## src/rtl/core/bde_pkg.sv

```systemverilog
// ----------------------------------------------------------------------------
// bde_pkg
// Shared types and constants for the byte deque engine: opcodes, result
// status codes and the command and status groups between control and datapath.
// ----------------------------------------------------------------------------
`default_nettype none

package bde_pkg;

   localparam int unsigned DEPTH_DEFAULT = 16;

   typedef enum logic [2:0] {
      OP_PUSH_FRONT = 3'd0,
      OP_PUSH_BACK  = 3'd1,
      OP_POP_FRONT  = 3'd2,
      OP_POP_BACK   = 3'd3,
      OP_REVERSE    = 3'd4,
      OP_REMOVE     = 3'd5
   } opcode_type;

   typedef enum logic [1:0] {
      RS_OK    = 2'd0,
      RS_EMPTY = 2'd1,
      RS_FULL  = 2'd2
   } status_type;

   typedef struct packed {
      logic       do_push;
      logic       do_pop;
      logic       end_front;
      logic       do_rev;
      logic       rm_start;
      logic       rm_step;
      logic       rm_commit;
      logic       rsp_load;
      logic       rsp_pop;
      logic       rsp_removed;
      status_type rsp_status;
   } bde_cmd_type;

   typedef struct packed {
      logic full;
      logic empty;
      logic scan_done;
      logic rsp_hold;
   } bde_stat_type;

endpackage

`default_nettype wire

```

## src/rtl/core/bde_ram.sv

```systemverilog
// ----------------------------------------------------------------------------
// bde_ram
// Generic single write port, single read port RAM with registered read data.
// ----------------------------------------------------------------------------
`default_nettype none

module bde_ram #(
   parameter int unsigned WIDTH = 8,
   parameter int unsigned DEPTH = 16
) (
   input  wire logic                     clock,
   input  wire logic                     wr_en,
   input  wire logic [$clog2(DEPTH)-1:0] wr_addr,
   input  wire logic [WIDTH-1:0]         wr_data,
   input  wire logic                     rd_en,
   input  wire logic [$clog2(DEPTH)-1:0] rd_addr,
   output logic      [WIDTH-1:0]         rd_data
);

   logic [WIDTH-1:0] mem [DEPTH];
   logic [WIDTH-1:0] rd_data_ff;

   always_ff @(posedge clock) begin
      if (wr_en) begin
         mem[wr_addr] <= wr_data;
      end
      if (rd_en) begin
         rd_data_ff <= mem[rd_addr];
      end
   end

   assign rd_data = rd_data_ff;

endmodule

`default_nettype wire

```

## src/rtl/core/bde_ctrl.sv

```systemverilog
// ----------------------------------------------------------------------------
// bde_ctrl
// Controller for the byte deque engine: decodes each word and sequences
// pops and the remove scan through the datapath.
// ----------------------------------------------------------------------------
`default_nettype none

module bde_ctrl (
   input  wire logic                  clock,
   input  wire logic                  reset,
   input  wire logic                  req_valid,
   output logic                       req_stall,
   input  wire logic [2:0]            req_opcode,
   input  wire bde_pkg::bde_stat_type stat,
   output bde_pkg::bde_cmd_type       cmd
);

   import bde_pkg::*;

   typedef enum logic [2:0] {
      ST_IDLE   = 3'b001,
      ST_POP    = 3'b010,
      ST_REMOVE = 3'b100
   } state_type;

   state_type state_ff;
   state_type state_in;
   logic      accept;

   assign req_stall = (state_ff != ST_IDLE) || stat.rsp_hold;
   assign accept    = req_valid && !req_stall;

   always_comb begin
      state_in = state_ff;
      cmd      = '0;
      cmd.rsp_status = RS_OK;
      unique case (state_ff)
         ST_IDLE: begin
            if (accept) begin
               unique case (req_opcode) inside
                  OP_PUSH_FRONT, OP_PUSH_BACK: begin
                     cmd.rsp_load  = 1'b1;
                     cmd.end_front = (req_opcode == OP_PUSH_FRONT);
                     if (stat.full) begin
                        cmd.rsp_status = RS_FULL;
                     end else begin
                        cmd.do_push = 1'b1;
                     end
                  end
                  OP_POP_FRONT, OP_POP_BACK: begin
                     cmd.end_front = (req_opcode == OP_POP_FRONT);
                     if (stat.empty) begin
                        cmd.rsp_load   = 1'b1;
                        cmd.rsp_status = RS_EMPTY;
                     end else begin
                        cmd.do_pop = 1'b1;
                        state_in   = ST_POP;
                     end
                  end
                  OP_REVERSE: begin
                     cmd.do_rev   = 1'b1;
                     cmd.rsp_load = 1'b1;
                  end
                  OP_REMOVE: begin
                     if (stat.empty) begin
                        cmd.rsp_load = 1'b1;
                     end else begin
                        cmd.rm_start = 1'b1;
                        state_in     = ST_REMOVE;
                     end
                  end
                  default: begin
                     cmd.rsp_load = 1'b1;
                  end
               endcase
            end
         end
         ST_POP: begin
            cmd.rsp_load = 1'b1;
            cmd.rsp_pop  = 1'b1;
            state_in     = ST_IDLE;
         end
         ST_REMOVE: begin
            cmd.rm_step = 1'b1;
            if (stat.scan_done) begin
               cmd.rm_commit   = 1'b1;
               cmd.rsp_load    = 1'b1;
               cmd.rsp_removed = 1'b1;
               state_in        = ST_IDLE;
            end
         end
         default: begin
            state_in = ST_IDLE;
         end
      endcase
   end

   always_ff @(posedge clock) begin
      if (reset) begin
         state_ff <= ST_IDLE;
      end else begin
         state_ff <= state_in;
      end
   end

endmodule

`default_nettype wire

```

## src/rtl/core/bde_dp.sv

```systemverilog
// ----------------------------------------------------------------------------
// bde_dp
// Datapath for the byte deque engine: ring pointers, two store banks used in
// turn for compaction, the remove scan and the result register.
// ----------------------------------------------------------------------------
`default_nettype none

module bde_dp #(
   parameter int unsigned DEPTH = bde_pkg::DEPTH_DEFAULT
) (
   input  wire logic                         clock,
   input  wire logic                         reset,
   input  wire bde_pkg::bde_cmd_type         cmd,
   output bde_pkg::bde_stat_type             stat,
   input  wire logic [7:0]                   req_value,
   output logic                              rsp_valid,
   input  wire logic                         rsp_stall,
   output logic      [7:0]                   rsp_out_value,
   output logic                              rsp_out_valid,
   output logic      [1:0]                   rsp_status,
   output logic      [$clog2(DEPTH+1)-1:0]   rsp_occupancy,
   output logic      [$clog2(DEPTH+1)-1:0]   rsp_removed_count
);

   import bde_pkg::*;

   localparam int unsigned AW = $clog2(DEPTH);
   localparam int unsigned CW = $clog2(DEPTH + 1);
   localparam logic [AW-1:0] LAST_SLOT = AW'(DEPTH - 1);
   localparam logic [CW:0]   DEPTH_X   = (CW + 1)'(DEPTH);
   localparam logic [CW-1:0] DEPTH_C   = CW'(DEPTH);

   logic [AW-1:0] front_ff, front_in;
   logic [CW-1:0] count_ff, count_in;
   logic          rev_ff, rev_in;
   logic          bank_ff, bank_in;
   logic [AW-1:0] scan_ptr_ff, scan_ptr_in;
   logic [CW-1:0] idx_ff, idx_in;
   logic          pend_ff, pend_in;
   logic [CW-1:0] keep_ff, keep_in;
   logic [CW-1:0] removed_ff, removed_in;
   logic [7:0]    match_ff;

   logic          rsp_valid_ff, rsp_valid_in;
   logic [7:0]    rsp_value_ff;
   logic          rsp_flag_ff;
   status_type    rsp_status_ff;
   logic [CW-1:0] rsp_occ_ff;
   logic [CW-1:0] rsp_removed_ff;

   logic [AW-1:0] front_inc, front_dec, scan_inc, scan_dec;
   logic [CW:0]   sum_end, sum_last;
   logic [AW-1:0] tail_put, tail_last;
   logic          low;
   logic          scan_live;
   logic          keep_wr;
   logic          rd_en;
   logic [AW-1:0] rd_addr;
   logic [7:0]    rd_data, rd_data0, rd_data1;
   logic [AW-1:0] push_addr;
   logic          wr_en0, wr_en1;
   logic [AW-1:0] wr_addr0, wr_addr1;
   logic [7:0]    wr_data0, wr_data1;

   // ring pointer arithmetic
   assign front_inc = (front_ff == LAST_SLOT) ? '0 : front_ff + 1'b1;
   assign front_dec = (front_ff == '0) ? LAST_SLOT : front_ff - 1'b1;
   assign scan_inc  = (scan_ptr_ff == LAST_SLOT) ? '0 : scan_ptr_ff + 1'b1;
   assign scan_dec  = (scan_ptr_ff == '0) ? LAST_SLOT : scan_ptr_ff - 1'b1;

   assign sum_end   = {1'b0, CW'(front_ff)} + {1'b0, count_ff};
   assign sum_last  = sum_end - 1'b1;
   assign tail_put  = (sum_end >= DEPTH_X) ? AW'(sum_end - DEPTH_X) : AW'(sum_end);
   assign tail_last = (sum_last >= DEPTH_X) ? AW'(sum_last - DEPTH_X) : AW'(sum_last);

   assign low       = cmd.end_front ^ rev_ff;
   assign scan_live = cmd.rm_step && (idx_ff != count_ff);
   assign keep_wr   = cmd.rm_step && pend_ff && (rd_data != match_ff);

   // store access
   assign rd_en     = cmd.do_pop || scan_live;
   assign rd_addr   = cmd.do_pop ? (low ? front_ff : tail_last) : scan_ptr_ff;
   assign rd_data   = bank_ff ? rd_data1 : rd_data0;
   assign push_addr = low ? front_dec : tail_put;

   always_comb begin
      wr_en0   = (cmd.do_push && !bank_ff) || (keep_wr && bank_ff);
      wr_en1   = (cmd.do_push && bank_ff) || (keep_wr && !bank_ff);
      wr_addr0 = bank_ff ? keep_ff[AW-1:0] : push_addr;
      wr_addr1 = bank_ff ? push_addr : keep_ff[AW-1:0];
      wr_data0 = bank_ff ? rd_data : req_value;
      wr_data1 = bank_ff ? req_value : rd_data;
   end

   bde_ram #(
      .WIDTH (8),
      .DEPTH (DEPTH)
   ) u_bank0 (
      .clock   (clock),
      .wr_en   (wr_en0),
      .wr_addr (wr_addr0),
      .wr_data (wr_data0),
      .rd_en   (rd_en),
      .rd_addr (rd_addr),
      .rd_data (rd_data0)
   );

   bde_ram #(
      .WIDTH (8),
      .DEPTH (DEPTH)
   ) u_bank1 (
      .clock   (clock),
      .wr_en   (wr_en1),
      .wr_addr (wr_addr1),
      .wr_data (wr_data1),
      .rd_en   (rd_en),
      .rd_addr (rd_addr),
      .rd_data (rd_data1)
   );

   // queue state
   always_comb begin
      front_in    = front_ff;
      count_in    = count_ff;
      rev_in      = rev_ff;
      bank_in     = bank_ff;
      scan_ptr_in = scan_ptr_ff;
      idx_in      = idx_ff;
      pend_in     = 1'b0;
      keep_in     = keep_ff;
      removed_in  = removed_ff;
      if (cmd.do_push) begin
         count_in = count_ff + 1'b1;
         if (low) begin
            front_in = front_dec;
         end
      end
      if (cmd.do_pop) begin
         count_in = count_ff - 1'b1;
         if (low) begin
            front_in = front_inc;
         end
      end
      if (cmd.do_rev) begin
         rev_in = !rev_ff;
      end
      if (cmd.rm_start) begin
         scan_ptr_in = rev_ff ? tail_last : front_ff;
         idx_in      = '0;
         keep_in     = '0;
         removed_in  = '0;
      end
      if (scan_live) begin
         scan_ptr_in = rev_ff ? scan_dec : scan_inc;
         idx_in      = idx_ff + 1'b1;
         pend_in     = 1'b1;
      end
      if (cmd.rm_step && pend_ff) begin
         if (rd_data == match_ff) begin
            removed_in = removed_ff + 1'b1;
         end else begin
            keep_in = keep_ff + 1'b1;
         end
      end
      if (cmd.rm_commit) begin
         count_in = keep_ff;
         front_in = '0;
         rev_in   = 1'b0;
         bank_in  = !bank_ff;
      end
   end

   assign rsp_valid_in = cmd.rsp_load || (rsp_valid_ff && rsp_stall);

   always_ff @(posedge clock) begin
      if (reset) begin
         front_ff     <= '0;
         count_ff     <= '0;
         rev_ff       <= 1'b0;
         bank_ff      <= 1'b0;
         pend_ff      <= 1'b0;
         idx_ff       <= '0;
         rsp_valid_ff <= 1'b0;
      end else begin
         front_ff     <= front_in;
         count_ff     <= count_in;
         rev_ff       <= rev_in;
         bank_ff      <= bank_in;
         pend_ff      <= pend_in;
         idx_ff       <= idx_in;
         rsp_valid_ff <= rsp_valid_in;
      end
   end

   always_ff @(posedge clock) begin
      scan_ptr_ff <= scan_ptr_in;
      keep_ff     <= keep_in;
      removed_ff  <= removed_in;
      if (cmd.rm_start) begin
         match_ff <= req_value;
      end
      if (cmd.rsp_load) begin
         rsp_value_ff   <= cmd.rsp_pop ? rd_data : 8'd0;
         rsp_flag_ff    <= cmd.rsp_pop;
         rsp_status_ff  <= cmd.rsp_status;
         rsp_occ_ff     <= count_in;
         rsp_removed_ff <= cmd.rsp_removed ? removed_ff : '0;
      end
   end

   assign stat.full      = (count_ff == DEPTH_C);
   assign stat.empty     = (count_ff == '0);
   assign stat.scan_done = (idx_ff == count_ff) && !pend_ff;
   assign stat.rsp_hold  = rsp_valid_ff && rsp_stall;

   assign rsp_valid         = rsp_valid_ff;
   assign rsp_out_value     = rsp_value_ff;
   assign rsp_out_valid     = rsp_flag_ff;
   assign rsp_status        = rsp_status_ff;
   assign rsp_occupancy     = rsp_occ_ff;
   assign rsp_removed_count = rsp_removed_ff;

endmodule

`default_nettype wire

```

## src/rtl/core/byte_deque_engine.sv

```systemverilog
// ----------------------------------------------------------------------------
// byte_deque_engine
// Double-ended queue of bytes held in a ring store of DEPTH entries.
//
// Usage:
//   req_* carries one word per item: opcode and value. rsp_* returns one word
//   per item: popped byte and its flag, status, occupancy and removed count.
//   Both channels take a word on a clock edge where valid is high and stall
//   is low.
//   Push, reverse, unused opcodes, failed pops/pushes and removes on an
//   empty queue: result registered at acceptance, one item per cycle
//   sustained while the result is not stalled. Pop: result loaded in the pop
//   state from the registered read of the store RAM. Remove matching: one
//   entry per cycle through the store read port; survivors are written in
//   order into the other of two RAM banks, which then becomes the live store.
//   After reset the queue is empty and can take an item at once; no RAM
//   clearing pass is run.
//   A stalled result holds in the output register and req_stall stays high
//   until it is taken; an item is also held off while a pop or remove runs.
// ----------------------------------------------------------------------------
`default_nettype none

module byte_deque_engine #(
   parameter int unsigned DEPTH = bde_pkg::DEPTH_DEFAULT
) (
   input  wire logic                         clock,
   input  wire logic                         reset,
   input  wire logic                         req_valid,
   output logic                              req_stall,
   input  wire logic [2:0]                   req_opcode,
   input  wire logic [7:0]                   req_value,
   output logic                              rsp_valid,
   input  wire logic                         rsp_stall,
   output logic      [7:0]                   rsp_out_value,
   output logic                              rsp_out_valid,
   output logic      [1:0]                   rsp_status,
   output logic      [$clog2(DEPTH+1)-1:0]   rsp_occupancy,
   output logic      [$clog2(DEPTH+1)-1:0]   rsp_removed_count
);

   import bde_pkg::*;

   bde_cmd_type  cmd;
   bde_stat_type stat;

   bde_ctrl u_ctrl (
      .clock      (clock),
      .reset      (reset),
      .req_valid  (req_valid),
      .req_stall  (req_stall),
      .req_opcode (req_opcode),
      .stat       (stat),
      .cmd        (cmd)
   );

   bde_dp #(
      .DEPTH (DEPTH)
   ) u_dp (
      .clock             (clock),
      .reset             (reset),
      .cmd               (cmd),
      .stat              (stat),
      .req_value         (req_value),
      .rsp_valid         (rsp_valid),
      .rsp_stall         (rsp_stall),
      .rsp_out_value     (rsp_out_value),
      .rsp_out_valid     (rsp_out_valid),
      .rsp_status        (rsp_status),
      .rsp_occupancy     (rsp_occupancy),
      .rsp_removed_count (rsp_removed_count)
   );

endmodule

`default_nettype wire
```

## config.mk

```make
export PLATFORM = sky130hd
export DESIGN_NAME = byte_deque_engine
export DESIGN_NICKNAME = d
export VERILOG_FILES = /design/src/rtl/core/bde_pkg.sv /design/src/rtl/core/bde_ram.sv /design/src/rtl/core/bde_ctrl.sv /design/src/rtl/core/bde_dp.sv /design/src/rtl/core/byte_deque_engine.sv
export SDC_FILE = /design/constraint.sdc
export NUM_CORES = 1
export LEC_CHECK = 0
export ABC_AREA = 1
export BUFFER_PORTS_ARGS = -buffer_cell sky130_fd_sc_hd__buf_2
export CORE_ASPECT_RATIO = 1.25
export CORE_MARGIN = 2
export CORE_UTILIZATION = 42
export CTS_BUF_LIST = sky130_fd_sc_hd__clkbuf_4 sky130_fd_sc_hd__clkbuf_8
export DETAILED_ROUTE_END_ITERATION = 6
export GPL_TIMING_DRIVEN = 0
export PLACE_DENSITY_LB_ADDON = 0.1
export SETUP_SLACK_MARGIN = 0.4
export SYNTH_ARGS = -nofsm -noshare
export SYNTH_HDL_FRONTEND = slang
export SYNTH_SLANG_ARGS = --single-unit
```

## constraint.sdc

```tcl
create_clock -name clock -period 3.05 [get_ports clock]
set_clock_uncertainty 0.1 [all_clocks]
set_input_delay 0.1525 -clock clock [delete_from_list [all_inputs] [get_ports clock]]
set_output_delay 0.1525 -clock clock [all_outputs]
set_load 0.02 [all_outputs]
```

# After elaboration in Yosys (flattened, before gate mapping)
# Memories as Yosys holds them, arrays and structs flattened. A register that Yosys moved wholly into a read port is not among the register bits.
# Cells that the tools add are included.
dict set report word_totals {
  register_bits 64
  ramBits 256
  out_inout_bits 23
  memories 2
}
# memory words word_bits read_ports rd_clocked_by_memory_dff write_ports line
set mem_list {}
lappend mem_list {u_dp.u_bank0.mem 16 8 1 1 1 bde_ram.sv:20} ;# logic [WIDTH-1:0] mem [DEPTH];
lappend mem_list {u_dp.u_bank1.mem 16 8 1 1 1 bde_ram.sv:20}
dict set report op_classes {
  addsub 13
  n_lt_le_gt_ge 2
  eq_ne 21
  mux 65
  bitwise_logic 1
  reduce_logical 30
}
# operator count
set op_table {}
lappend op_table {{2-to-1 mux 4 bit} 19}
lappend op_table {{2-to-1 mux 5 bit} 13}
lappend op_table {{2-to-1 mux 8 bit} 3}
lappend op_table {{adder 5 x 1 -> 5 bit (second input constant)} 4}
lappend op_table {{2-to-1 mux 1 bit} 18}
lappend op_table {{subtractor 4 x 1 -> 4 bit (second input constant)} 4}
lappend op_table {{>= comparator 6 x 5 -> 1 bit (second input constant)} 2}
lappend op_table {{2-to-1 mux 3 bit} 4}
lappend op_table {{one-hot mux 3 bit (2 select lines)} 2}
lappend op_table {{logical AND 1 bit} 10}
lappend op_table {{== test 3 x 2 -> 1 bit (second input constant)} 3}
lappend op_table {{== test 3 bit (second input constant)} 3}
lappend op_table {{adder 4 x 1 -> 4 bit (second input constant)} 2}
lappend op_table {{== test 4 bit (second input constant)} 2}
lappend op_table {{== test 8 bit} 1}
lappend op_table {{zero test 4 bit} 2}
lappend op_table {{!= test 8 bit} 1}
lappend op_table {{adder 4 x 5 -> 6 bit} 1}
lappend op_table {{== test 3 x 1 -> 1 bit (second input constant)} 2}
lappend op_table {{2-to-1 mux 2 bit} 3}
lappend op_table {{!= test 3 bit (second input constant)} 2}
lappend op_table {{OR reduction 2 bit} 3}
lappend op_table {{subtractor 6 x 1 -> 6 bit (second input constant)} 1}
lappend op_table {{== test 5 bit} 1}
lappend op_table {{other kinds (19)} 26}

# Logic depth before layout (Yosys ltp)
# Gate-level depths: netlist (run 1).
dict set report depth {
  word_depth 11
  depth_mapped 15
  depth_no_buf 14
}

# By module
# Synthesis (run 1) repeated with hierarchy kept, for this count alone.
dict set report hier_totals {
  cells_unflattened 1648
  area_unflattened_um2 15797.7
}
# module instances cells_per_inst area_per_inst_um2 seq_area_each_um2
set modules_own_cells {}
lappend modules_own_cells {{bde_ram at u_dp.u_bank0} 1 551 5853.1 4083.9}
lappend modules_own_cells {{bde_ram at u_dp.u_bank1} 1 551 5846.9 4083.9}
lappend modules_own_cells {bde_dp 1 502 3773.6 1551.5}
lappend modules_own_cells {bde_ctrl 1 44 324.1 60.1}

# Worst setup path before layout (run 1)
# OpenSTA, ideal clock, no wires.
dict set report synth_timing {
  path_type {register to register}
  start {register u_dp.front_ff[0]}
  end {memory u_dp.u_bank1.mem[4][0], enable pin}
  setup_time_ps 370
  arrival_time_ps 2259
  t_required_ps 2580
  setup_slack_ps 321
  stages_incl_launch_ff 9
  n_path_buf 0
  period_less_slack_ps 2729
  cell_sequence {dfxtp_1 > ha_1 > inv_1 > fa_1 > xor2_1 > o21ai_0 > o21ai_1 > or2_1 > nor2_1}
}
dict set report synth_between {
  elab_chain_len 5
  word_cells_on_any_way 9
  classes_between {add/sub (3); order compare (1); mux (4); reduce/logical (1)}
}
# element line
set synth_lines {}
lappend synth_lines {{from (decl)} bde_dp.sv:33} ;# logic [AW-1:0] front_ff, front_in;
lappend synth_lines {{from (signal assigned)} bde_dp.sv:185} ;# front_ff <= front_in;
lappend synth_lines {{adder 4 x 5 -> 6 bit} bde_dp.sv:71} ;# assign sum_end = {1'b0, CW'(front_ff)} + {1'b0, count_ff};
lappend synth_lines {{>= comparator 6 x 5 -> 1 bit or subtractor 4 x 1 -> 4 bit (tied branches)} bde_dp.sv:73} ;# assign tail_put = (sum_end >= DEPTH_X) ? AW'(sum_end - DEPTH_X) : AW'(sum_end);
lappend synth_lines {{2-to-1 mux 4 bit} bde_dp.sv:73}
lappend synth_lines {{2-to-1 mux 4 bit (*)} bde_dp.sv:84} ;# assign push_addr = low ? front_dec : tail_put;
lappend synth_lines {{2-to-1 mux 4 bit (*)} bde_dp.sv:90} ;# wr_addr1 = bank_ff ? push_addr : keep_ff[AW-1:0];
lappend synth_lines {{to (decl)} bde_ram.sv:20}
# Mark *: on every way between the ends. The rest lies on a longest branch, timed or not.

# Worst setup path in the final report (run 1)
dict set report layout_timing {
  start {register u_dp.front_ff[0]}
  end {register u_dp.u_bank0.rd_data_ff[0] (netlist: u_dp.u_bank0.rd_data[0]) (read register of u_dp.u_bank0.mem) (data pin)}
}
dict set report layout_between {
  elab_chain_len 6
  word_cells_on_any_way 7
  classes_between {add/sub (3); order compare (1); mux (3)}
}
# element line
set layout_lines {}
lappend layout_lines {{adder 4 x 5 -> 6 bit} bde_dp.sv:71}
lappend layout_lines {{subtractor 6 x 1 -> 6 bit} bde_dp.sv:72} ;# assign sum_last = sum_end - 1'b1;
lappend layout_lines {{>= comparator 6 x 5 -> 1 bit or subtractor 4 x 1 -> 4 bit (tied branches)} bde_dp.sv:74} ;# assign tail_last = (sum_last >= DEPTH_X) ? AW'(sum_last - DEPTH_X) : AW'(sum_last);
lappend layout_lines {{2-to-1 mux 4 bit} bde_dp.sv:74}
lappend layout_lines {{2-to-1 mux 4 bit (*) (2 in series)} bde_dp.sv:82} ;# assign rd_addr = cmd.do_pop ? (low ? front_ff : tail_last) : scan_ptr_ff;
lappend layout_lines {{to (decl)} bde_ram.sv:21} ;# logic [WIDTH-1:0] rd_data_ff;
# Marked as above.
# A chain may end at the register's enable or synchronous reset.

==> parameters.txt, run 1 <==
Parameter                              Value

Synth
  Avg Synthesized Cell Area    9.59 um2
  Total of warnings raised by yosys    0
  Most frequently used cell type in the post-synthesis netlist    nand3_1
  Distinct cells, synth    44
  Post-synth top flop    edfxtp_1
  Sequential fraction of the synthesis area    0.613
  Cells after synthesis    between 1500 and 2000
  Yosys top cell area share    0.574
  Most used standard cells in the synthesized netlist    350 x nand3_1, 325 x inv_1, 312 x nand2_1, 305 x edfxtp_1, 85 x nor2_1
  Number of nets produced by synthesis    1696
  Seq cells post-synth    about 340
  Largest cells by area after synthesis    edfxtp_1 57%, nand3_1 11%, inv_1 7.6%
  Async set-or-reset flop fraction in the synthesized netlist    0
  Number of enable flip-flop cells after synthesis    slightly above 300
  Synth Cell Area    0.0160 mm2
  Area leader, netlist    edfxtp_1

GRT
  Antenna violations before repair    1
  Aggregate global-route resource usage    0.247
  Grt ovf    0
  First-pass GRT wire length    between 70000 and 80000 um
  Via count of the first global-routing pass    around 12000
  Pin count of the biggest net entering global routing    23

Timing
  Hold Violations, Final    0
  Shortest period the worst path allows    between 2 and 3 ns
  F_max    approximately 360 MHz
  Least setup slack across all paths after layout    between 0.2 and 0.25 ns
  Setup tns final    0 ns
  Final-report setup violation count    0
  Actual transition at the worst max-transition pin    between 1 and 1.5 ns
  Final worst-path cycle share    0.921
  RSZ-0062 raised after global routing    yes
  Max_slew headroom    0.283
  Slew Viols, Final    0

Clock tree
  TritonCTS clock tree    built
  Clock Tree Buf Depth    3
  Number of buffers added by the clock tree synthesis step    54
  Clock root buffer    clkbuf_8
  Clock transition at the registers of the reported paths    0.08 ns
  Number of H-tree levels    2
  Clock net sink count    336
  Clock insertion delay at the later pin of the skew report    approximately 0.63 ns

Pwr
  Internal power contribution    ~0.0076 W
  Switching part of the total    0.287
  Net Switching    approximately 0.003 W
  IR drop worst, VDD    0.296 mV
  Power per cell area    approximately 500 mW/mm2
  Fraction of power consumed by combinational cells    0.164
  Clock power frac    0.347
  Pleak    about 9 nW
  Sequential share of power    0.488
  Overall power after layout    about 0.011 W

Critical path
  Top fanout value on the critical path    5
  Nature of the critical path endpoint    flip-flop
  Required time at the worst-slack endpoint    3.33 ns
  Signal arrival time at the worst endpoint    about 3.1 ns
  Type of origin of the critical path    flip-flop
  CP Class    flip-flop to flip-flop
  Reg-to-reg setup timing slack    roughly 0.24 ns

Place
  Routability congestion estimate    0.881
  # port buffers    37
  Pre-CTS setup slack    -0.528 ns
  Detailed placement HPWL    approximately 32000 um

Cells and area
  Area of combinational cells with multiple inputs    about 0.0063 mm2
  Share of the core filled with cells    0.576
  Area growth from synthesis to layout    34.8%
  Fin nets    ~1900
  # fillers    ~3100
  Storage cell area    roughly 0.01 mm2
  Antenna cells    0
  Layout cell share with drive strength beyond 1    0.304

Drt
  Routed via count divided by cell count    roughly 5.2
  Number of DRC markers after the initial detailed-route iteration    about 940
  Drc violations    0
  Wirelength, routed    48900 um
  Vias post-DR    around 12000
  Drt first pass iters    5
  Remaining antenna violation count after routing    0
  Detailed-route wire length per cell    just over 20 um

Floorplanning
  Core Footprint    between 0.03 and 0.04 mm2
  Die boundary height    about 220 um
  Total number of placement rows    79
  I/O pin cnt    38
  Starting density of the core    0.427
  Die width    about 180 um
  Die Footprint    0.0396 mm2

Run
  Max cap viols    0

Hold path
  Hold Crit Class    primary input to flip-flop

Status
  Result of the run    finished, final reports clean
## cells by family after synthesis
family | count (synthesis) | share of synthesized area
AO/OA/AOI/OAI | 91 | 0.0325
AND/OR/NAND/NOR | 788 | 0.223
flip-flops | 336 | 0.613
buffers and inverters | 404 | 0.102
XOR/XNOR | 28 | 0.0154
adder cells (fa/ha/maj) | 17 | 0.0138
## state kept, by name (all words and copies together), names as in the netlist, 2 cells and up
| signal | flops |
|---|---|
| u_dp.removed_ff | 5 |
| u_dp.rsp_occupancy | 5 |
| u_dp.count_ff | 5 |
| u_dp.rsp_status | 2 |
| u_dp.rsp_out_value | 8 |
| u_dp.u_bank1.mem | 128 |
| u_dp.u_bank1.rd_data | 8 |
| u_dp.idx_ff | 5 |
| u_ctrl.state_ff | 3 |
| u_dp.keep_ff | 5 |
| u_dp.u_bank0.rd_data | 8 |
| u_dp.match_ff | 8 |
| u_dp.scan_ptr_ff | 4 |
| u_dp.front_ff | 4 |
| u_dp.rsp_removed_count | 5 |
| u_dp.u_bank0.mem | 128 |
## layer usage
metal | global-route usage | up-vias | wire length (um)
li1 | - | 5940 | -
met3 | 0.0430 | 128 | 2850
met5 | 0 | - | 0
met4 | 0.106 | 0 | 2010
met1 | 0.306 | 5969 | 19800
met2 | 0.420 | 420 | 24300
## power groups by stage
| stage | clock, W | sequential (W) | combinational [W] |
|---|---|---|---|
| after CTS | 0.00380 | 0.00523 | 0.00155 |
| after global routing | 0.00399 | 0.00525 | 0.00188 |
| after detailed placement | 0 | 0.00533 | 0.00111 |
| final | 0.00372 | 0.00523 | 0.00176 |
| after floorplan | 0 | 0.00535 | 0.000692 |
| after global placement | 0 | 0.00533 | 0.00109 |
## final timing paths
check	cells past startpoint	endpoint	from
worst max register to register	14	u_dp.u_bank0.rd_data[0]	u_dp.front_ff[0]
worst min register to register	2	u_dp.removed_ff[1]	u_dp.removed_ff[1]
worst max-delay path	14	u_dp.u_bank0.rd_data[0]	u_dp.front_ff[0]
worst min-delay path	2	u_dp.match_ff[5]	req_value[5]
## what timing repair did
item,CTS,global route
hold buffers,15,0
setup endpoints to repair,322,389
buffers inserted,66,15
endpoints found under the hold margin,87,0
pin swaps,102,55
gates resized for setup,380,140
cloned,13,1
## critical path: stages (launching register included)
cell	delay [ns]
dfxtp_4	0.38
ha_4	0.14
inv_2	0.04
fa_2	0.57
ha_4	0.22
nor3_4	0.22
nor2_8	0.08
buf_12	0.15
buf_6	0.11
buf_12	0.14
buf_6	0.12
nand3_2	0.05
nand3_2	0.10
nand3_2	0.09
nand2_1	0.04
## cell usage in the layout, fill, tap and decap left out, types with 5 or more instances in the layout
master         count
a21oi_1           15
nor2_4            36
buf_8             15
dlygate4sd3_1     15
buf_4             50
clkinv_2          13
clkbuf_8          54
clkbuf_1           6
o21ai_4           10
dfxtp_1           24
xor2_1            17
nor4_1             5
edfxtp_1         305
o21ai_1            5
o22ai_1            5
clkbuf_2          12
nand2_4           14
buf_12            38
nor3_1            10
nand3_1          205
nand2_1          276
inv_2             16
a211oi_1           5
buf_2             39
nor2_1            49
clkbuf_4          18
ha_1              12
inv_1            310
o21ai_2           10
nand3_4           41
nand3_2          110
buf_6             27
xnor2_1            6
buf_16            12
clkinv_1          22
o21ai_0           26
nand2_2           27
## through the flow
step | instance area, um2 | hold slack [ns] | instances
after floorplan | 16000 | 0.137 | 1664
after global placement | 16800 | 0.273 | 2187
after detailed placement | 16900 | 0.267 | 2195
after CTS | 20800 | 0.175 | 2390
after global routing | 21500 | 0.192 | 2406
final | 21500 | 0.208 | 2406
## cell type report
class | count | area share
Clock buffer | 63 | 0.0377
Sequential cell | 336 | 0.455
Multi-Input combinational cell | 926 | 0.293
Buffer | 71 | 0.0336
Clock inverter | 38 | 0.00971
Timing Repair Buffer | 153 | 0.0833
Tap cell | 486 | 0.0283
Inverter | 333 | 0.0590
Note: power is estimated with default switching activity, not from simulation.
==> run 2: changes to the inputs <==
--- a/config.mk
+++ b/config.mk
@@ -10,3 +10,2 @@
 export CORE_ASPECT_RATIO = 1.25
-export CORE_MARGIN = 2
 export CORE_UTILIZATION = 42
--- a/constraint.sdc
+++ b/constraint.sdc
@@ -4,2 +4,2 @@
 set_output_delay 0.1525 -clock clock [all_outputs]
-set_load 0.02 [all_outputs]
+set_load 0.005 [all_outputs]
==> run 2 against run 1 <==
Global-route usage up 1.0 points. Critical endpoint is now u_dp.u_bank1.rd_data[5]. Routed wire length is 0.42% higher. Sequential power about the same. Total power up 0.36%. Core utilization is 1.1 points lower. Worst setup slack improved by 0.017 ns. Non-clock buffer count increased by 8. Critical path depth is 2 lower. Die area decreased by 2.0%. First-iteration DRC count grew 5.3%. Critical path type unchanged.
==> parameters.txt, run 2 (same netlist as run 1, synthesis figures left out) <==
Parameter                              Value

Pwr
  Net Switching    0.00304 W (-1.1%)
  Power per cell area    510 mW/mm2 (+2.3%)
  Internal power contribution    0.00772 W (+0.96%)
  Switching part of the total    0.282 (-0.00429)
  Pleak    8.94 nW (-1.0%)
  Clock power frac    0.354 (+0.007)
  IR drop worst, VDD    0.321 mV (+8.3%)
  Fraction of power consumed by combinational cells    0.159 (-0.005)
  Sequential share of power    0.486 (-0.002)
  Overall power after layout    0.0108 W (+0.36%)

Drt
  Drc violations    0 (unchanged)
  Vias post-DR    12538 (+0.65%)
  Number of DRC markers after the initial detailed-route iteration    989 (+5.3%)
  Detailed-route wire length per cell    20.3 um (about the same)
  Routed via count divided by cell count    5.19 (+0.23%)
  Drt first pass iters    5 (unchanged)
  Wirelength, routed    49100 um (+0.42%)
  Remaining antenna violation count after routing    0 (unchanged)

GRT
  Aggregate global-route resource usage    0.257 (+0.0102)
  Antenna violations before repair    0 (-1)
  First-pass GRT wire length    72800 um (+0.33%)
  Pin count of the biggest net entering global routing    23 (unchanged)
  Grt ovf    0 (unchanged)
  Via count of the first global-routing pass    12459 (+0.23%)

Timing
  RSZ-0062 raised after global routing    yes
  Actual transition at the worst max-transition pin    0.785 ns (-0.291 ns)
  Max_slew headroom    0.473 (+0.191)
  Slew Viols, Final    0 (unchanged)
  F_max    358 MHz (+0.62%)
  Final-report setup violation count    0 (unchanged)
  Hold Violations, Final    0 (unchanged)
  Setup tns final    0 ns (unchanged)
  Shortest period the worst path allows    2.79 ns (-0.0173 ns)
  Final worst-path cycle share    0.916 (-0.00566)

Place
  Area post-placement    0.0169 mm2 (about the same)
  Routability congestion estimate    0.846 (-4.0%)
  Post-Place Cells    2196 (+0.046%)
  # port buffers    37 (unchanged)
  Detailed placement HPWL    32200 um (+0.18%)

Floorplanning
  Core Footprint    0.0374 mm2 (unchanged)
  Die Footprint    0.0388 mm2 (-2.0%)
  Starting density of the core    0.427 (unchanged)
  Die boundary height    220 um (-0.90%)
  Total number of placement rows    79 (unchanged)
  Die width    176 um (-1.1%)
  I/O pin cnt    38 (unchanged)

Critical path
  Signal arrival time at the worst endpoint    3.04 ns (-0.05 ns)
  Reg-to-reg setup timing slack    0.26 ns (+0.02 ns)
  Required time at the worst-slack endpoint    3.30 ns (-0.03 ns)
  Nature of the critical path endpoint    flip-flop
  Type of origin of the critical path    flip-flop
  CP Class    flip-flop to flip-flop
  Top fanout value on the critical path    5 (unchanged)

Clock tree
  Number of buffers added by the clock tree synthesis step    55 (+1.9%)
  Number of H-tree levels    2 (unchanged)
  Clock net sink count    336 (unchanged)
  Clock insertion delay at the later pin of the skew report    0.62 ns (about the same)
  Clock Tree Buf Depth    3 (unchanged)
  Clock transition at the registers of the reported paths    0.07 ns (about the same)
  Clock root buffer    clkbuf_8
  TritonCTS clock tree    built

Cells and area
  Top Registers    u_dp.u_bank0.mem (128), u_dp.u_bank1.mem (128)
  Most frequent cells in the layout    311 x inv_1, 305 x edfxtp_1, 282 x nand2_1
  Antenna cells    0 (unchanged)
  Post-Layout Cell Count    2416 (+0.42%)
  Most common cell after layout, fill and taps aside    inv_1
  Share of the core filled with cells    0.565 (-0.0111)
  Fin nets    1917 (+0.52%)
  Layout cell share with drive strength beyond 1    0.279 (-0.0254)
  Final standard cell area without fillers    0.0211 mm2 (-1.9%)
  # fillers    3247 (+3.4%)
  Area growth from synthesis to layout    32.2%

Status
  Result of the run    finished, final reports clean

Hold path
  Hold Crit Class    primary input to flip-flop

Run
  Max cap viols    0 (unchanged)
==> run 2: final cells by class <==
cell class / instances / area (um2) / area share
plain buffers: 71 / 712 / 0.0337
clock buffers: 68 / 855 / 0.0405
clock inverters: 34 / 189 / 0.00895
inverters: 333 / 1270 / 0.0602
multi-input cells: 927 / 5910 / 0.280
flip-flops and latches: 336 / 9800 / 0.464
well taps: 486 / 608 / 0.0288
repair buffers: 161 / 1750 / 0.0830
==> run 2: final timing paths <==
| path | cells after the start | from | to |
|---|---|---|---|
| worst max-delay path | 12 | u_dp.count_ff[0] | u_dp.u_bank1.rd_data[5] |
| worst max register to register | 12 | u_dp.count_ff[0] | u_dp.u_bank1.rd_data[5] |
| worst min register to register | 2 | u_dp.removed_ff[1] | u_dp.removed_ff[1] |
| worst min-delay path | 7 | req_valid | u_dp.front_ff[1] |
==> run 2: power groups by stage <==
stage | combinational (W) | clock (W) | sequential (W)
6_report | 0.00171 | 0.00381 | 0.00523
5_1_grt | 0.00184 | 0.00408 | 0.00525
4_1_cts | 0.00151 | 0.00388 | 0.00523
3_5_place_dp | 0.00107 | 0 | 0.00533
3_3_place_gp | 0.00104 | 0 | 0.00533
2_1_floorplan | 0.000689 | 0 | 0.00531
==> run 2: metrics by stage <==
step,hold WS (ns),setup WS (ns)
after floorplan,0.137,0.321
after global placement,0.276,-0.836
after detailed placement,0.274,-0.581
after CTS,0.0346,0.304
after global routing,0.141,0.201
final,0.128,0.258
==> run 2: critical path, stage by stage, from the launching register on <==
cell and delay, ns:
dfxtp_4 0.38, ha_4 0.13, inv_2 0.04, fa_2 0.61, ha_4 0.22, nor3_4 0.19, buf_4 0.18, nor2_4 0.08
buf_8 0.15, nand3_1 0.08, nand3_1 0.10, nand3_1 0.12, nand2_1 0.12
==> run 2: what timing repair did <==
action | CTS | global route
resized for setup | 333 | 118
endpoints found under the setup margin | 329 | 383
gates cloned | 9 | 0
pin swaps | 73 | 54
endpoints found under the hold margin | 99 | 0
hold buffers | 15 | 0
setup buffers | 76 | 18
==> run 2: routing by layer <==
metal  up-vias  track usage  wire [um]
li1       5957            -          -
met1      6015        0.302      19300
met2       433        0.445      24500
met3       133       0.0524       3110
met4         0        0.128       2190
met5         -            0          0
==> run 3: changes to the inputs <==
- ABC_CLOCK_PERIOD_IN_PS: default -> 3050
- SYNTH_HIERARCHICAL: default -> 1
- TNS_END_PERCENT: default -> 30
==> run 3 against run 2 <==
Worst setup slack got worse by 0.20 ns. Hold slack improved by 0.017 ns. Synthesized area fell by 0.99%. Highest routed layer unchanged.
==> parameters.txt, run 3 <==
Parameter                              Value

Cells and area
  Post-Layout Cell Count    2399 (-0.70%)
  Top Registers    u_dp/u_bank0/mem (128), u_dp/u_bank1/mem (128)
  Final standard cell area without fillers    0.0205 mm2 (-2.8%)
  Area growth from synthesis to layout    29.8%
  Most common cell after layout, fill and taps aside    nand2_1
  Layout cell share with drive strength beyond 1    0.281 (+0.00210)
  Fin nets    1897 (-1.0%)
  Most frequent cells in the layout    442 x nand2_1, 305 x edfxtp_1, 258 x inv_1
  # fillers    3324 (+2.4%)

Critical path
  Top fanout value on the critical path    10 (+5)
  Reg2Reg Launch Point    u_dp/rsp_valid
  CP Class    flip-flop to flip-flop
  Signal arrival time at the worst endpoint    3.23 ns (+0.19 ns)
  Required time at the worst-slack endpoint    3.29 ns (about the same)
  Nature of the critical path endpoint    flip-flop
  Critical Path Start    u_dp/rsp_valid
  Type of origin of the critical path    flip-flop

Synth
  Area leader, netlist    edfxtp_1
  Most used standard cells in the synthesized netlist    494 x nand2_1, 305 x edfxtp_1, 273 x inv_1, 231 x nand3_1, 61 x nor2_1
  Largest cells by area after synthesis    edfxtp_1 58%, nand2_1 12%, nand3_1 7.3%
  Number of nets produced by synthesis    1678 (-1.1%)
  Synth Cell Area    0.0158 mm2 (-0.99%)
  Async set-or-reset flop fraction in the synthesized netlist    0 (unchanged)
  Sequential fraction of the synthesis area    0.619 (+0.00612)
  Total of warnings raised by yosys    6 (+6)
  Avg Synthesized Cell Area    9.59 um2 (about the same)
  Cells after synthesis    1648 (-0.96%)
  Post-synth top flop    edfxtp_1
  Most frequently used cell type in the post-synthesis netlist    nand2_1
  Seq cells post-synth    336 (unchanged)
  Distinct cells, synth    45 (+2.3%)
  Number of enable flip-flop cells after synthesis    305 (unchanged)
  Yosys top cell area share    0.580 (+0.00573)

GRT
  Via count of the first global-routing pass    11690 (-6.2%)
  Aggregate global-route resource usage    0.233 (-0.0235)
  Antenna violations before repair    1 (+1)
  Pin count of the biggest net entering global routing    17 (-26%)
  First-pass GRT wire length    66700 um (-8.3%)
  Grt ovf    0 (unchanged)

Drt
  Wirelength, routed    44900 um (-8.5%)
  Drt first pass iters    5 (unchanged)
  Detailed-route wire length per cell    18.7 um (-7.8%)
  Met2 routed WL    23400 um (-4.2%)
  Routed via count divided by cell count    4.98 (-4.1%)
  Remaining antenna violation count after routing    0 (unchanged)
  Total length of routed met3 wires    1690 um (-46%)
  Max layer used    met4
  Number of DRC markers after the initial detailed-route iteration    613 (-38%)
  Routed metal-1 wire length    17800 um (-7.7%)
  Drc violations    0 (unchanged)
  Vias post-DR    11944 (-4.7%)

Timing
  Final-report setup violation count    0 (unchanged)
  Hold Violations, Final    0 (unchanged)
  Worst hold slack    0.145 ns (+0.0167 ns)
  Setup tns final    0 ns (unchanged)
  RSZ-0062 raised after global routing    yes
  F_max    334 MHz (-6.6%)
  Slew Viols, Final    0 (unchanged)
  Max_slew headroom    0.308 (-0.165)
  Shortest period the worst path allows    2.99 ns (+0.198 ns)
  Final worst-path cycle share    0.981 (+0.0651)
  Actual transition at the worst max-transition pin    1.04 ns (+0.253 ns)

Clock tree
  Clock transition at the registers of the reported paths    0.07 ns (about the same)
  Clock insertion delay at the later pin of the skew report    0.62 ns (about the same)
  Clock net sink count    336 (unchanged)
  Clock Tree Buf Depth    3 (unchanged)
  Clock root buffer    clkbuf_8
  Number of H-tree levels    2 (unchanged)
  TritonCTS clock tree    built
  Number of buffers added by the clock tree synthesis step    54 (-1.8%)

Hold path
  Hold Crit Class    primary input to flip-flop
  Source of the worst hold timing path    req_valid

Pwr
  IR drop worst, VDD    0.468 mV (+46%)
  Power per cell area    513 mW/mm2 (+0.58%)
  Pleak    8.77 nW (-1.9%)

Floorplanning
  Die Footprint    0.0384 mm2 (-0.98%)
  I/O pin cnt    38 (unchanged)
  Starting density of the core    0.425 (-0.00197)
  Total number of placement rows    79 (unchanged)
  Die boundary height    219 um (-0.49%)
  Die width    175 um (-0.49%)
  Core Footprint    0.0372 mm2 (-0.53%)

Place
  Detailed placement HPWL    29600 um (-8.1%)
  Area post-placement    0.0168 mm2 (-0.92%)
  # port buffers    37 (unchanged)
  Post-Place Cells    2182 (-0.64%)
  Routability congestion estimate    0.887 (+4.8%)

Status
  Result of the run    finished, final reports clean

Run
  Max cap viols    0 (unchanged)
[run 3: changes by cell type after synthesis, sizes merged, moves of 11 or more]
cell,before,now
xor2,20,9
nor2,90,66
nand2,319,508
nand3,355,235
inv,330,285
clkbuf,27,6
[run 3: report_power, final]
group	internal, W	switching, W
Sequential	0.00511	0.0000846
Clock	0.00198	0.00181
Combinational	0.000584	0.000934
[run 3: cell families (layout without fill, tap and decap cells)]
logic type | count (synthesis) | count (layout) | share of synthesized area
AOI/OAI and AO/OA | 94 | 94 | 0.0335
xor gates and xnor gates | 16 | 16 | 0.00887
adders and majority gates | 15 | 15 | 0.0124
buffers and inverters | 347 | 610 | 0.0946
DFF | 336 | 336 | 0.619
other | 0 | 1 | 0
and+or+nand+nor | 840 | 841 | 0.232
[run 3: layout make-up]
cell class	count	area (um2)	area share
timing repair inverter	1	7.51	0.000366
antenna	1	2.50	0.000122
sequential	336	9800	0.478
clock buffer	75	932	0.0455
buffer	60	663	0.0323
timing repair buffer	161	1630	0.0795
tap	486	608	0.0297
inverter	287	1120	0.0548
multi-input combinational	966	5620	0.274
clock inverter	26	123	0.00598
[run 3: routing by layer]
layer,up-vias,global-route usage
met5,-,0
met4,0,0.108
met3,104,0.0326
met2,283,0.425
met1,5729,0.270
li1,5828,-
[run 3: path summary, 6_finish.rpt]
path	to	slack, ns	depth (start not counted)
worst min register to register	u_dp/idx_ff[4]	0.40	2
worst max-delay path	u_dp/u_bank0/rd_data[0]	0.06	21
worst min-delay path	u_dp/rsp_status[1]	0.15	6
worst max register to register	u_dp/u_bank0/rd_data[0]	0.06	21
[run 3: through the flow]
step | util | setup slack, ns | power, W
floorplan | - | 0.283 | 0.00587
global placement | 0.447 | -0.972 | 0.00621
global route | 0.552 | -0.0793 | 0.0109
CTS | 0.527 | 0.0803 | 0.0104
detailed placement | 0.452 | -0.855 | 0.00623
finish | 0.552 | 0.0592 | 0.0105
[run 3: critical path: stages, from the launching register on]
cell and delay [ns]:
dfxtp_2 0.33, nand2_2 0.06, inv_2 0.04, inv_2 0.06, nand3_4 0.08, nor2_4 0.14, inv_6 0.06, nor3_4 0.18
inv_1 0.08, nand2_2 0.09, nand2_4 0.08, nand2_2 0.07, o211ai_1 0.13, o21ai_4 0.21, buf_6 0.18, buf_12 0.14
buf_6 0.17, nand2_1 0.07, nand3_1 0.12, nand3_2 0.11, nand3_4 0.13, nand2_2 0.07
[run 3: what timing repair did]
| item | 4_1_cts | 5_1_grt |
|---|---|---|
| cloned | 3 | 6 |
| endpoints found under the hold margin | 26 | 0 |
| setup buffers | 71 | 21 |
| hold buffers | 14 | 0 |
| gates resized for setup | 241 | 160 |
| setup endpoints to repair | 310 | 301 |
| pin swaps | 42 | 53 |
